===== src/assert_macros.svh =====
// Assertion macros shared by the RTL. All of them sample on clk and are
// disabled while rst_n is low, so they may only be used in modules with
// those two ports.
`ifndef ASSERT_MACROS_SVH
`define ASSERT_MACROS_SVH

`ifndef SYNTHESIS

`define ASSERT_ALWAYS(label, expr) \
    label: assert property (@(posedge clk) disable iff (!rst_n) (expr)) \
        else $error("%m: assertion failed");

`define ASSERT_IMPLIES(label, ante, cons) \
    label: assert property (@(posedge clk) disable iff (!rst_n) (ante) |-> (cons)) \
        else $error("%m: assertion failed");

`define ASSERT_NEXT(label, ante, cons) \
    label: assert property (@(posedge clk) disable iff (!rst_n) (ante) |=> (cons)) \
        else $error("%m: assertion failed");

`else

`define ASSERT_ALWAYS(label, expr)

`define ASSERT_IMPLIES(label, ante, cons)

`define ASSERT_NEXT(label, ante, cons)

`endif

`endif


===== src/spq_pkg.sv =====
`default_nettype none

package spq_pkg;

    localparam int CAPACITY = 16;
    localparam int PRI_W    = 8;
    localparam int MSG_W    = 32;
    localparam int CNT_W    = $clog2(CAPACITY + 1);
    localparam int OCC_W    = 5;

    typedef logic [PRI_W-1:0] pri_t;
    typedef logic [MSG_W-1:0] msg_t;
    typedef logic [CNT_W-1:0] cnt_t;
    typedef logic [OCC_W-1:0] occ_t;

    typedef enum logic {
        CMD_INSERT = 1'b0,
        CMD_REMOVE = 1'b1
    } cmd_t;

    typedef enum logic [1:0] {
        ST_OK    = 2'd0,
        ST_EMPTY = 2'd1,
        ST_FULL  = 2'd2
    } status_t;

    // Operation applied to the slot array.
    typedef struct packed {
        logic insert;
        logic remove;
        pri_t pri;
        msg_t msg;
    } slot_op_t;

    // What the slot array reports back before the operation is applied.
    typedef struct packed {
        cnt_t count;
        logic full;
        logic empty;
        msg_t head_msg;
    } slot_stat_t;

endpackage

`default_nettype wire


===== src/spq_if.sv =====
`default_nettype none

interface spq_req_if;
    import spq_pkg::*;

    logic valid;
    logic ready;
    logic cmd;
    pri_t priority_req;
    msg_t message;

    modport source (output valid, output cmd, output priority_req, output message,
                    input ready);
    modport sink   (input valid, input cmd, input priority_req, input message,
                    output ready);
endinterface

interface spq_rsp_if;
    import spq_pkg::*;

    logic           valid;
    logic           ready;
    msg_t           out_message;
    logic [1:0]     status;
    occ_t           occupancy;

    modport source (output valid, output out_message, output status, output occupancy,
                    input ready);
    modport sink   (input valid, input out_message, input status, input occupancy,
                    output ready);
endinterface

`default_nettype wire


===== src/spq_slot_array.sv =====
`default_nettype none

`include "assert_macros.svh"

module spq_slot_array (
    input  wire logic               clk,
    input  wire logic               rst_n,
    input  wire spq_pkg::slot_op_t  op,
    output spq_pkg::slot_stat_t     stat
);
    import spq_pkg::*;

    pri_t slot_pri_reg  [CAPACITY];
    msg_t slot_msg_reg  [CAPACITY];
    pri_t slot_pri_next [CAPACITY];
    msg_t slot_msg_next [CAPACITY];
    cnt_t count_reg;
    cnt_t count_next;
    logic [CAPACITY-1:0] keep;

    // Slots are sorted with slot 0 as the head. An entry stays in place on
    // insert when it is occupied and its priority is not below the new one;
    // since the array is sorted, these slots form a prefix.
    always_comb
    begin
        for (int i = 0; i < CAPACITY; i++)
        begin
            keep[i] = (CNT_W'(i) < count_reg) && (slot_pri_reg[i] >= op.pri);
        end
    end

    always_comb
    begin
        for (int i = 0; i < CAPACITY; i++)
        begin
            slot_pri_next[i] = slot_pri_reg[i];
            slot_msg_next[i] = slot_msg_reg[i];
            if (op.insert && !keep[i])
            begin
                if (i == 0 || keep[(i == 0) ? 0 : i - 1])
                begin
                    slot_pri_next[i] = op.pri;
                    slot_msg_next[i] = op.msg;
                end
                else
                begin
                    slot_pri_next[i] = slot_pri_reg[(i == 0) ? 0 : i - 1];
                    slot_msg_next[i] = slot_msg_reg[(i == 0) ? 0 : i - 1];
                end
            end
            else if (op.remove && i < CAPACITY - 1)
            begin
                slot_pri_next[i] = slot_pri_reg[(i < CAPACITY - 1) ? i + 1 : i];
                slot_msg_next[i] = slot_msg_reg[(i < CAPACITY - 1) ? i + 1 : i];
            end
        end
    end

    always_comb
    begin
        count_next = count_reg;
        if (op.insert)
        begin
            count_next = count_reg + 1'b1;
        end
        else if (op.remove)
        begin
            count_next = count_reg - 1'b1;
        end
    end

    always_ff @(posedge clk or negedge rst_n)
    begin
        if (!rst_n)
        begin
            count_reg <= '0;
        end
        else
        begin
            count_reg <= count_next;
        end
    end

    always_ff @(posedge clk)
    begin
        for (int i = 0; i < CAPACITY; i++)
        begin
            slot_pri_reg[i] <= slot_pri_next[i];
            slot_msg_reg[i] <= slot_msg_next[i];
        end
    end

    assign stat.count    = count_reg;
    assign stat.full     = (count_reg == CNT_W'(CAPACITY));
    assign stat.empty    = (count_reg == '0);
    assign stat.head_msg = slot_msg_reg[0];

    `ASSERT_ALWAYS(a_count_bound, count_reg <= CNT_W'(CAPACITY))
    `ASSERT_ALWAYS(a_single_op, !(op.insert && op.remove))
    `ASSERT_IMPLIES(a_no_insert_full, op.insert, count_reg != CNT_W'(CAPACITY))
    `ASSERT_NEXT(a_remove_dec, op.remove, count_reg == $past(count_reg) - 1'b1)
    `ASSERT_NEXT(a_first_is_head, op.insert && count_reg == '0, slot_msg_reg[0] == $past(op.msg))

endmodule

`default_nettype wire


===== src/stable_priority_queue.sv =====
`default_nettype none

// Bounded priority queue of message handles with 16 slots. Each request is
// either an insert (cmd 0) or a remove of the head (cmd 1) and yields exactly
// one response carrying the removed handle (zero unless a remove succeeded),
// a status (ok, empty on remove, full on insert) and the occupancy after the
// request. Higher priorities leave first; equal priorities leave in arrival
// order. One request is accepted per cycle while the input is not stalled:
// it is captured in an input register, and once the response register is free
// or being taken, all slots compare against it in parallel, shift in one step
// and the response is registered and held until it is taken. While a finished
// response waits to be taken, one more request can be held in the input
// register; after that the input stalls until the response is taken.

`include "assert_macros.svh"

module stable_priority_queue (
    input  wire logic  clk,
    input  wire logic  rst_n,
    spq_req_if.sink    req,
    spq_rsp_if.source  rsp
);
    import spq_pkg::*;

    logic       in_vld_reg;
    logic       in_cmd_reg;
    pri_t       in_pri_reg;
    msg_t       in_msg_reg;

    logic       rsp_vld_reg;
    logic       rsp_vld_next;
    msg_t       rsp_msg_reg;
    msg_t       rsp_msg_next;
    status_t    rsp_status_reg;
    status_t    rsp_status_next;
    occ_t       rsp_occ_reg;
    occ_t       rsp_occ_next;

    logic       advance;
    slot_op_t   op;
    slot_stat_t stat;
    cnt_t       count_after;

    assign advance   = in_vld_reg && (!rsp_vld_reg || rsp.ready);
    assign req.ready = !in_vld_reg || advance;

    always_ff @(posedge clk or negedge rst_n)
    begin
        if (!rst_n)
        begin
            in_vld_reg <= 1'b0;
        end
        else if (req.ready)
        begin
            in_vld_reg <= req.valid;
        end
    end

    always_ff @(posedge clk)
    begin
        if (req.ready && req.valid)
        begin
            in_cmd_reg <= req.cmd;
            in_pri_reg <= req.priority_req;
            in_msg_reg <= req.message;
        end
    end

    always_comb
    begin
        op.insert = advance && (in_cmd_reg == CMD_INSERT) && !stat.full;
        op.remove = advance && (in_cmd_reg == CMD_REMOVE) && !stat.empty;
        op.pri    = in_pri_reg;
        op.msg    = in_msg_reg;
    end

    spq_slot_array u_slots (
        .clk   (clk),
        .rst_n (rst_n),
        .op    (op),
        .stat  (stat)
    );

    always_comb
    begin
        count_after = stat.count;
        if (op.insert)
        begin
            count_after = stat.count + 1'b1;
        end
        else if (op.remove)
        begin
            count_after = stat.count - 1'b1;
        end

        rsp_msg_next    = op.remove ? stat.head_msg : '0;
        rsp_occ_next    = OCC_W'(count_after);
        rsp_status_next = ST_OK;
        if (in_cmd_reg == CMD_INSERT && stat.full)
        begin
            rsp_status_next = ST_FULL;
        end
        else if (in_cmd_reg == CMD_REMOVE && stat.empty)
        begin
            rsp_status_next = ST_EMPTY;
        end

        rsp_vld_next = rsp_vld_reg;
        if (advance)
        begin
            rsp_vld_next = 1'b1;
        end
        else if (rsp.ready)
        begin
            rsp_vld_next = 1'b0;
        end
    end

    always_ff @(posedge clk or negedge rst_n)
    begin
        if (!rst_n)
        begin
            rsp_vld_reg <= 1'b0;
        end
        else
        begin
            rsp_vld_reg <= rsp_vld_next;
        end
    end

    always_ff @(posedge clk)
    begin
        if (advance)
        begin
            rsp_msg_reg    <= rsp_msg_next;
            rsp_status_reg <= rsp_status_next;
            rsp_occ_reg    <= rsp_occ_next;
        end
    end

    assign rsp.valid       = rsp_vld_reg;
    assign rsp.out_message = rsp_msg_reg;
    assign rsp.status      = rsp_status_reg;
    assign rsp.occupancy   = rsp_occ_reg;

    `ASSERT_IMPLIES(a_full_occ, rsp_vld_reg && rsp_status_reg == ST_FULL,
                    rsp_occ_reg == OCC_W'(CAPACITY))
    `ASSERT_IMPLIES(a_empty_zero, rsp_vld_reg && rsp_status_reg == ST_EMPTY,
                    rsp_occ_reg == '0 && rsp_msg_reg == '0)
    `ASSERT_IMPLIES(a_idle_ready, !in_vld_reg, req.ready)
    `ASSERT_NEXT(a_advance_rsp, advance, rsp_vld_reg)

endmodule

`default_nettype wire

===== src/flat_wrapper.sv =====
// flat-port wrapper written by rule: the top's interface ports become plain ports
module stable_priority_queue_flat import spq_pkg::*;
  (clk, rst_n, req_valid, req_cmd, req_priority_req, req_message, req_ready, rsp_valid, rsp_out_message, rsp_status, rsp_occupancy, rsp_ready);
  spq_req_if req_i ();
  spq_rsp_if rsp_i ();
  input  wire logic clk;
  input  wire logic rst_n;
  input wire logic [$bits(req_i.valid)-1:0] req_valid;
  input wire logic [$bits(req_i.cmd)-1:0] req_cmd;
  input wire logic [$bits(req_i.priority_req)-1:0] req_priority_req;
  input wire logic [$bits(req_i.message)-1:0] req_message;
  output wire logic [$bits(req_i.ready)-1:0] req_ready;
  output wire logic [$bits(rsp_i.valid)-1:0] rsp_valid;
  output wire logic [$bits(rsp_i.out_message)-1:0] rsp_out_message;
  output wire logic [$bits(rsp_i.status)-1:0] rsp_status;
  output wire logic [$bits(rsp_i.occupancy)-1:0] rsp_occupancy;
  input wire logic [$bits(rsp_i.ready)-1:0] rsp_ready;
  assign req_i.valid = req_valid;
  assign req_i.cmd = req_cmd;
  assign req_i.priority_req = req_priority_req;
  assign req_i.message = req_message;
  assign req_ready = req_i.ready;
  assign rsp_valid = rsp_i.valid;
  assign rsp_out_message = rsp_i.out_message;
  assign rsp_status = rsp_i.status;
  assign rsp_occupancy = rsp_i.occupancy;
  assign rsp_i.ready = rsp_ready;
  stable_priority_queue u_core (.clk(clk), .rst_n(rst_n), .req(req_i), .rsp(rsp_i));
endmodule

===== config.mk =====
export PLATFORM = sky130hd
export DESIGN_NAME = stable_priority_queue_flat
export DESIGN_NICKNAME = d
export VERILOG_FILES = /design/src/spq_pkg.sv /design/src/spq_if.sv /design/src/spq_slot_array.sv /design/src/stable_priority_queue.sv /design/src/flat_wrapper.sv
export VERILOG_INCLUDE_DIRS = /design/src /design/src/src
export SDC_FILE = /design/constraint.sdc
export NUM_CORES = 2
export LEC_CHECK = 0
export BUFFER_PORTS_ARGS = -buffer_cell sky130_fd_sc_hd__buf_2
export CORE_MARGIN = 5
export CORE_UTILIZATION = 55
export CTS_CLUSTER_DIAMETER = 50
export CTS_CLUSTER_SIZE = 14
export DETAILED_ROUTE_END_ITERATION = 10
export HOLD_SLACK_MARGIN = 0.15
export PLACE_DENSITY = 0.71
export SYNTH_ARGS = -nofsm -noshare
export SYNTH_HDL_FRONTEND = slang
export SYNTH_HIERARCHICAL = 1
export SYNTH_SLANG_ARGS = --single-unit
export TNS_END_PERCENT = 30

===== constraint.sdc =====
create_clock -name clk -period 11.3 [get_ports clk]
set_clock_uncertainty 0.15 [all_clocks]
set_input_delay 1.13 -clock clk [delete_from_list [all_inputs] [get_ports clk]]
set_output_delay 1.13 -clock clk [all_outputs]
set_load 0.03 [all_outputs]

==> metrics <==
status completed; Crit. End Element flip-flop; initial core utilization 55.2%; row count 97; Power Total 10400 uW; Yosys cell types 65; xor and xnor area share after synthesis 0.182%; gpl congestion 0.906; Area growth, synth to finish 9.50%; Crit Path Class flip-flop to flip-flop; WHS Path Cells 2; first-pass GRT wire length 164 mm; Yosys top cell by area edfxtp_1; most frequent CP cell buf_4; final hold vios 0; origin of the critical flop-to-flop path u_core/in_pri_reg[2]$_DFFE_PP_; share of layout cells above drive strength 1 11.6%; Worst R2R Setup Slack 6.08 ns; # DRC 0; CTS tree done; cell with the most instances after synthesis edfxtp_1; via/cell ratio 6.30; Slew headroom 5.17%; fin. max-slew vios 0; CP Data Arrival Time 5.31 ns; CP delay by family, top buffers and inverters; ANT nets after route 0; mux cell area share after synthesis 16.4%; Syn Inst Count 3258; Ports 86; met3 Use GR 5.01%; # H-tree levels 3; total negative slack 0 ns; CP max stage delay 1.08 ns; Clock Path Buffers 3; DRT Pass-1 Iters 6; HP Class flip-flop to flip-flop; Crit Path Max Fanout 81; RSZ-0062 raised after global routing false; Synth Area in Simple Gates 8.08%; Critical Path Start u_core/in_pri_reg[2]$_DFFE_PP_; initial antenna violation count 1; DP Wirelength 64.7 mm; asr flop ratio synth 0.963%; minimum clock period after layout 5.22 ns; main combinational cell family by area after synthesis multiplexers; WP data required 11.39 ns; Clock Pin Slew Worst Setup and Hold Paths 0.06 ns; Max Fclk 0.192 GHz; Cell Area, Synth 0.0384 mm2; Tcrit/Tclk final 46.2%; met2 usage 47.2%; worst hold slack 0.376 ns; complex-gate fraction of the synthesized area 10.1%; CP max stage cell or2_2; Reg2Reg Capture Point u_core/u_slots/slot_msg_reg[0][160]$_DFFE_PP_; Synth Area in Adders 4.36%; register area share after synthesis 56.7%; Synth Area per Inst 11.8 um2; number of DRC markers in iteration 0 2947; Die Ht 274 um; core area 0.0697 mm2; wire length per cell 26.0 um; Setup WS post-layout 6.08 ns; count of max-cap constraint violations 0; Power Density 248 mW/mm2; gr usage total 28.6%; Ys Warns 6; endpoints failing setup 0; number of global-route vias before repair 26800; port buffer count 85; Place WS 6.14 ns; root buffer cell clkbuf_16; Sink Count 727; width of the die 274 um; Largest register FFs 512; TritonCTS buffer count 83; Max IR drop VDD 159 uV; Slew @ Worst Pin 1.42 ns; Layout Nets 3400; DIE AREA 0.0753 mm2; top cells by area, synth edfxtp_1 56%, mux2i_1 14%, o21ai_0 5.0%, ha_1 4.4%, nand2_1 4.2%; area share of the largest cell type after synthesis 56.2%; Cell Chain, Critical Path inv_1, buf_4, ha_1, a2111o_1, a32oi_4, buf_4, and2_2, buf_4, or2_2; Post-Route WL 110 mm; Hold Path Origin u_core/u_slots/slot_msg_reg[1][244]$_DFFE_PP_; grt peak-use layer met2; Post-synth EDFFs 720; Main synth FF type edfxtp_1; worst-skew pair later-pin latency 0.64 ns; n_diodes 0; met1 usage 38.7%; total number of vias 26700; top cells by count, synth 720 x edfxtp_1, 539 x mux2i_1, 434 x nand2_1; crit path buf inv count 4; WHS Endpoint u_core/u_slots/slot_msg_reg[1][212]$_DFFE_PP_; total gr overflow 0; R2R depth 9; CP Launch Type flip-flop; critical path depth 9; flops & latches, synth 727; Leak Pwr 0.0166 uW; Mapped Nets 3437; largest net degree at the start of global routing 82
==> cells by family after synthesis <==
kind of cell             count (synthesis)
AND/OR/NAND/NOR                        748
flip-flops                             727
AO/OA/AOI/OAI                          716
multiplexers                           618
buffers and inverters                  307
adder cells (fa/ha/maj)                134
XOR/XNOR                                 8
==> how the worst max path moves through the flow <==
stage / endpoint / slack [ns]
after global routing: u_core/u_slots/slot_msg_reg[0][190]$_DFFE_PP_ / 5.87
after detailed placement: u_core/u_slots/slot_msg_reg[0][160]$_DFFE_PP_ / 6.14
final: u_core/u_slots/slot_msg_reg[0][160]$_DFFE_PP_ / 6.08
after global placement: u_core/u_slots/slot_msg_reg[0][170]$_DFFE_PP_ / 6.15
after floorplan: u_core/u_slots/slot_msg_reg[1][224]$_DFFE_PP_ / 6.60
after CTS: u_core/u_slots/slot_msg_reg[0][169]$_DFFE_PP_ / 6.09
==> cell type report <==
type / count / area [um2]
clock buffers: 93 / 2180
clock inverters: 59 / 642
fillers: 5532 / 27600
inverters: 41 / 154
multi-input cells: 2224 / 15300
flip-flops and latches: 727 / 21800
well taps: 940 / 1180
repair buffers: 144 / 871
==> cells in the final DEF (no fill, tap or decap), types with 39 or more instances in the layout <==
| cell type | count |
|---|---|
| o21ai_0 | 382 |
| inv_1 | 40 |
| nor2_1 | 190 |
| buf_4 | 58 |
| mux2_1 | 39 |
| clkbuf_16 | 86 |
| mux2_2 | 40 |
| o21ai_1 | 46 |
| nand2_1 | 432 |
| edfxtp_1 | 720 |
| a21oi_1 | 229 |
| buf_2 | 85 |
| ha_1 | 134 |
| mux2i_1 | 539 |
==> per-stage QoR <==
step,area (um2),util [%],cells
after floorplan,38400,-,3258
after global placement,39300,56.4,4075
after CTS,42100,60.4,4228
after global routing,42100,60.4,4228
final,42100,60.4,4228
after detailed placement,39300,56.4,4075
==> routing by layer <==
metal  wire length [um]  vias to the layer above
met5                  0                        -
met3               8670                      251
met2              52000                     1303
met4               3680                        0
met1              45600                    13200
li1                   -                    11900
==> worst register-to-register path, cell delays in order (launching register included) <==
cell and delay [ns]:
edfxtp_1 0.63, inv_1 0.09, buf_4 0.24, ha_1 0.25, a2111o_1 0.41, a32oi_4 0.23
buf_4 0.71, and2_2 0.29, buf_4 0.67, or2_2 1.14
==> report_power, final <==
group / switching (uW) / total [uW] / leakage [uW] / internal [uW]
registers: 415 / 4270 / 0.00692 / 3850
clock network: 1190 / 2790 / 0.00136 / 1610
logic: 2180 / 3380 / 0.00830 / 1200
==> what timing repair did <==
| item | 4_1_cts | 5_1_grt |
|---|---|---|
| resized for setup | 0 | 0 |
| hold buffers | 1 | 0 |
| buffers inserted | 0 | 0 |
| endpoints found under the hold margin | 7 | 0 |
No activity file was read; power rests on OpenSTA's default activity.
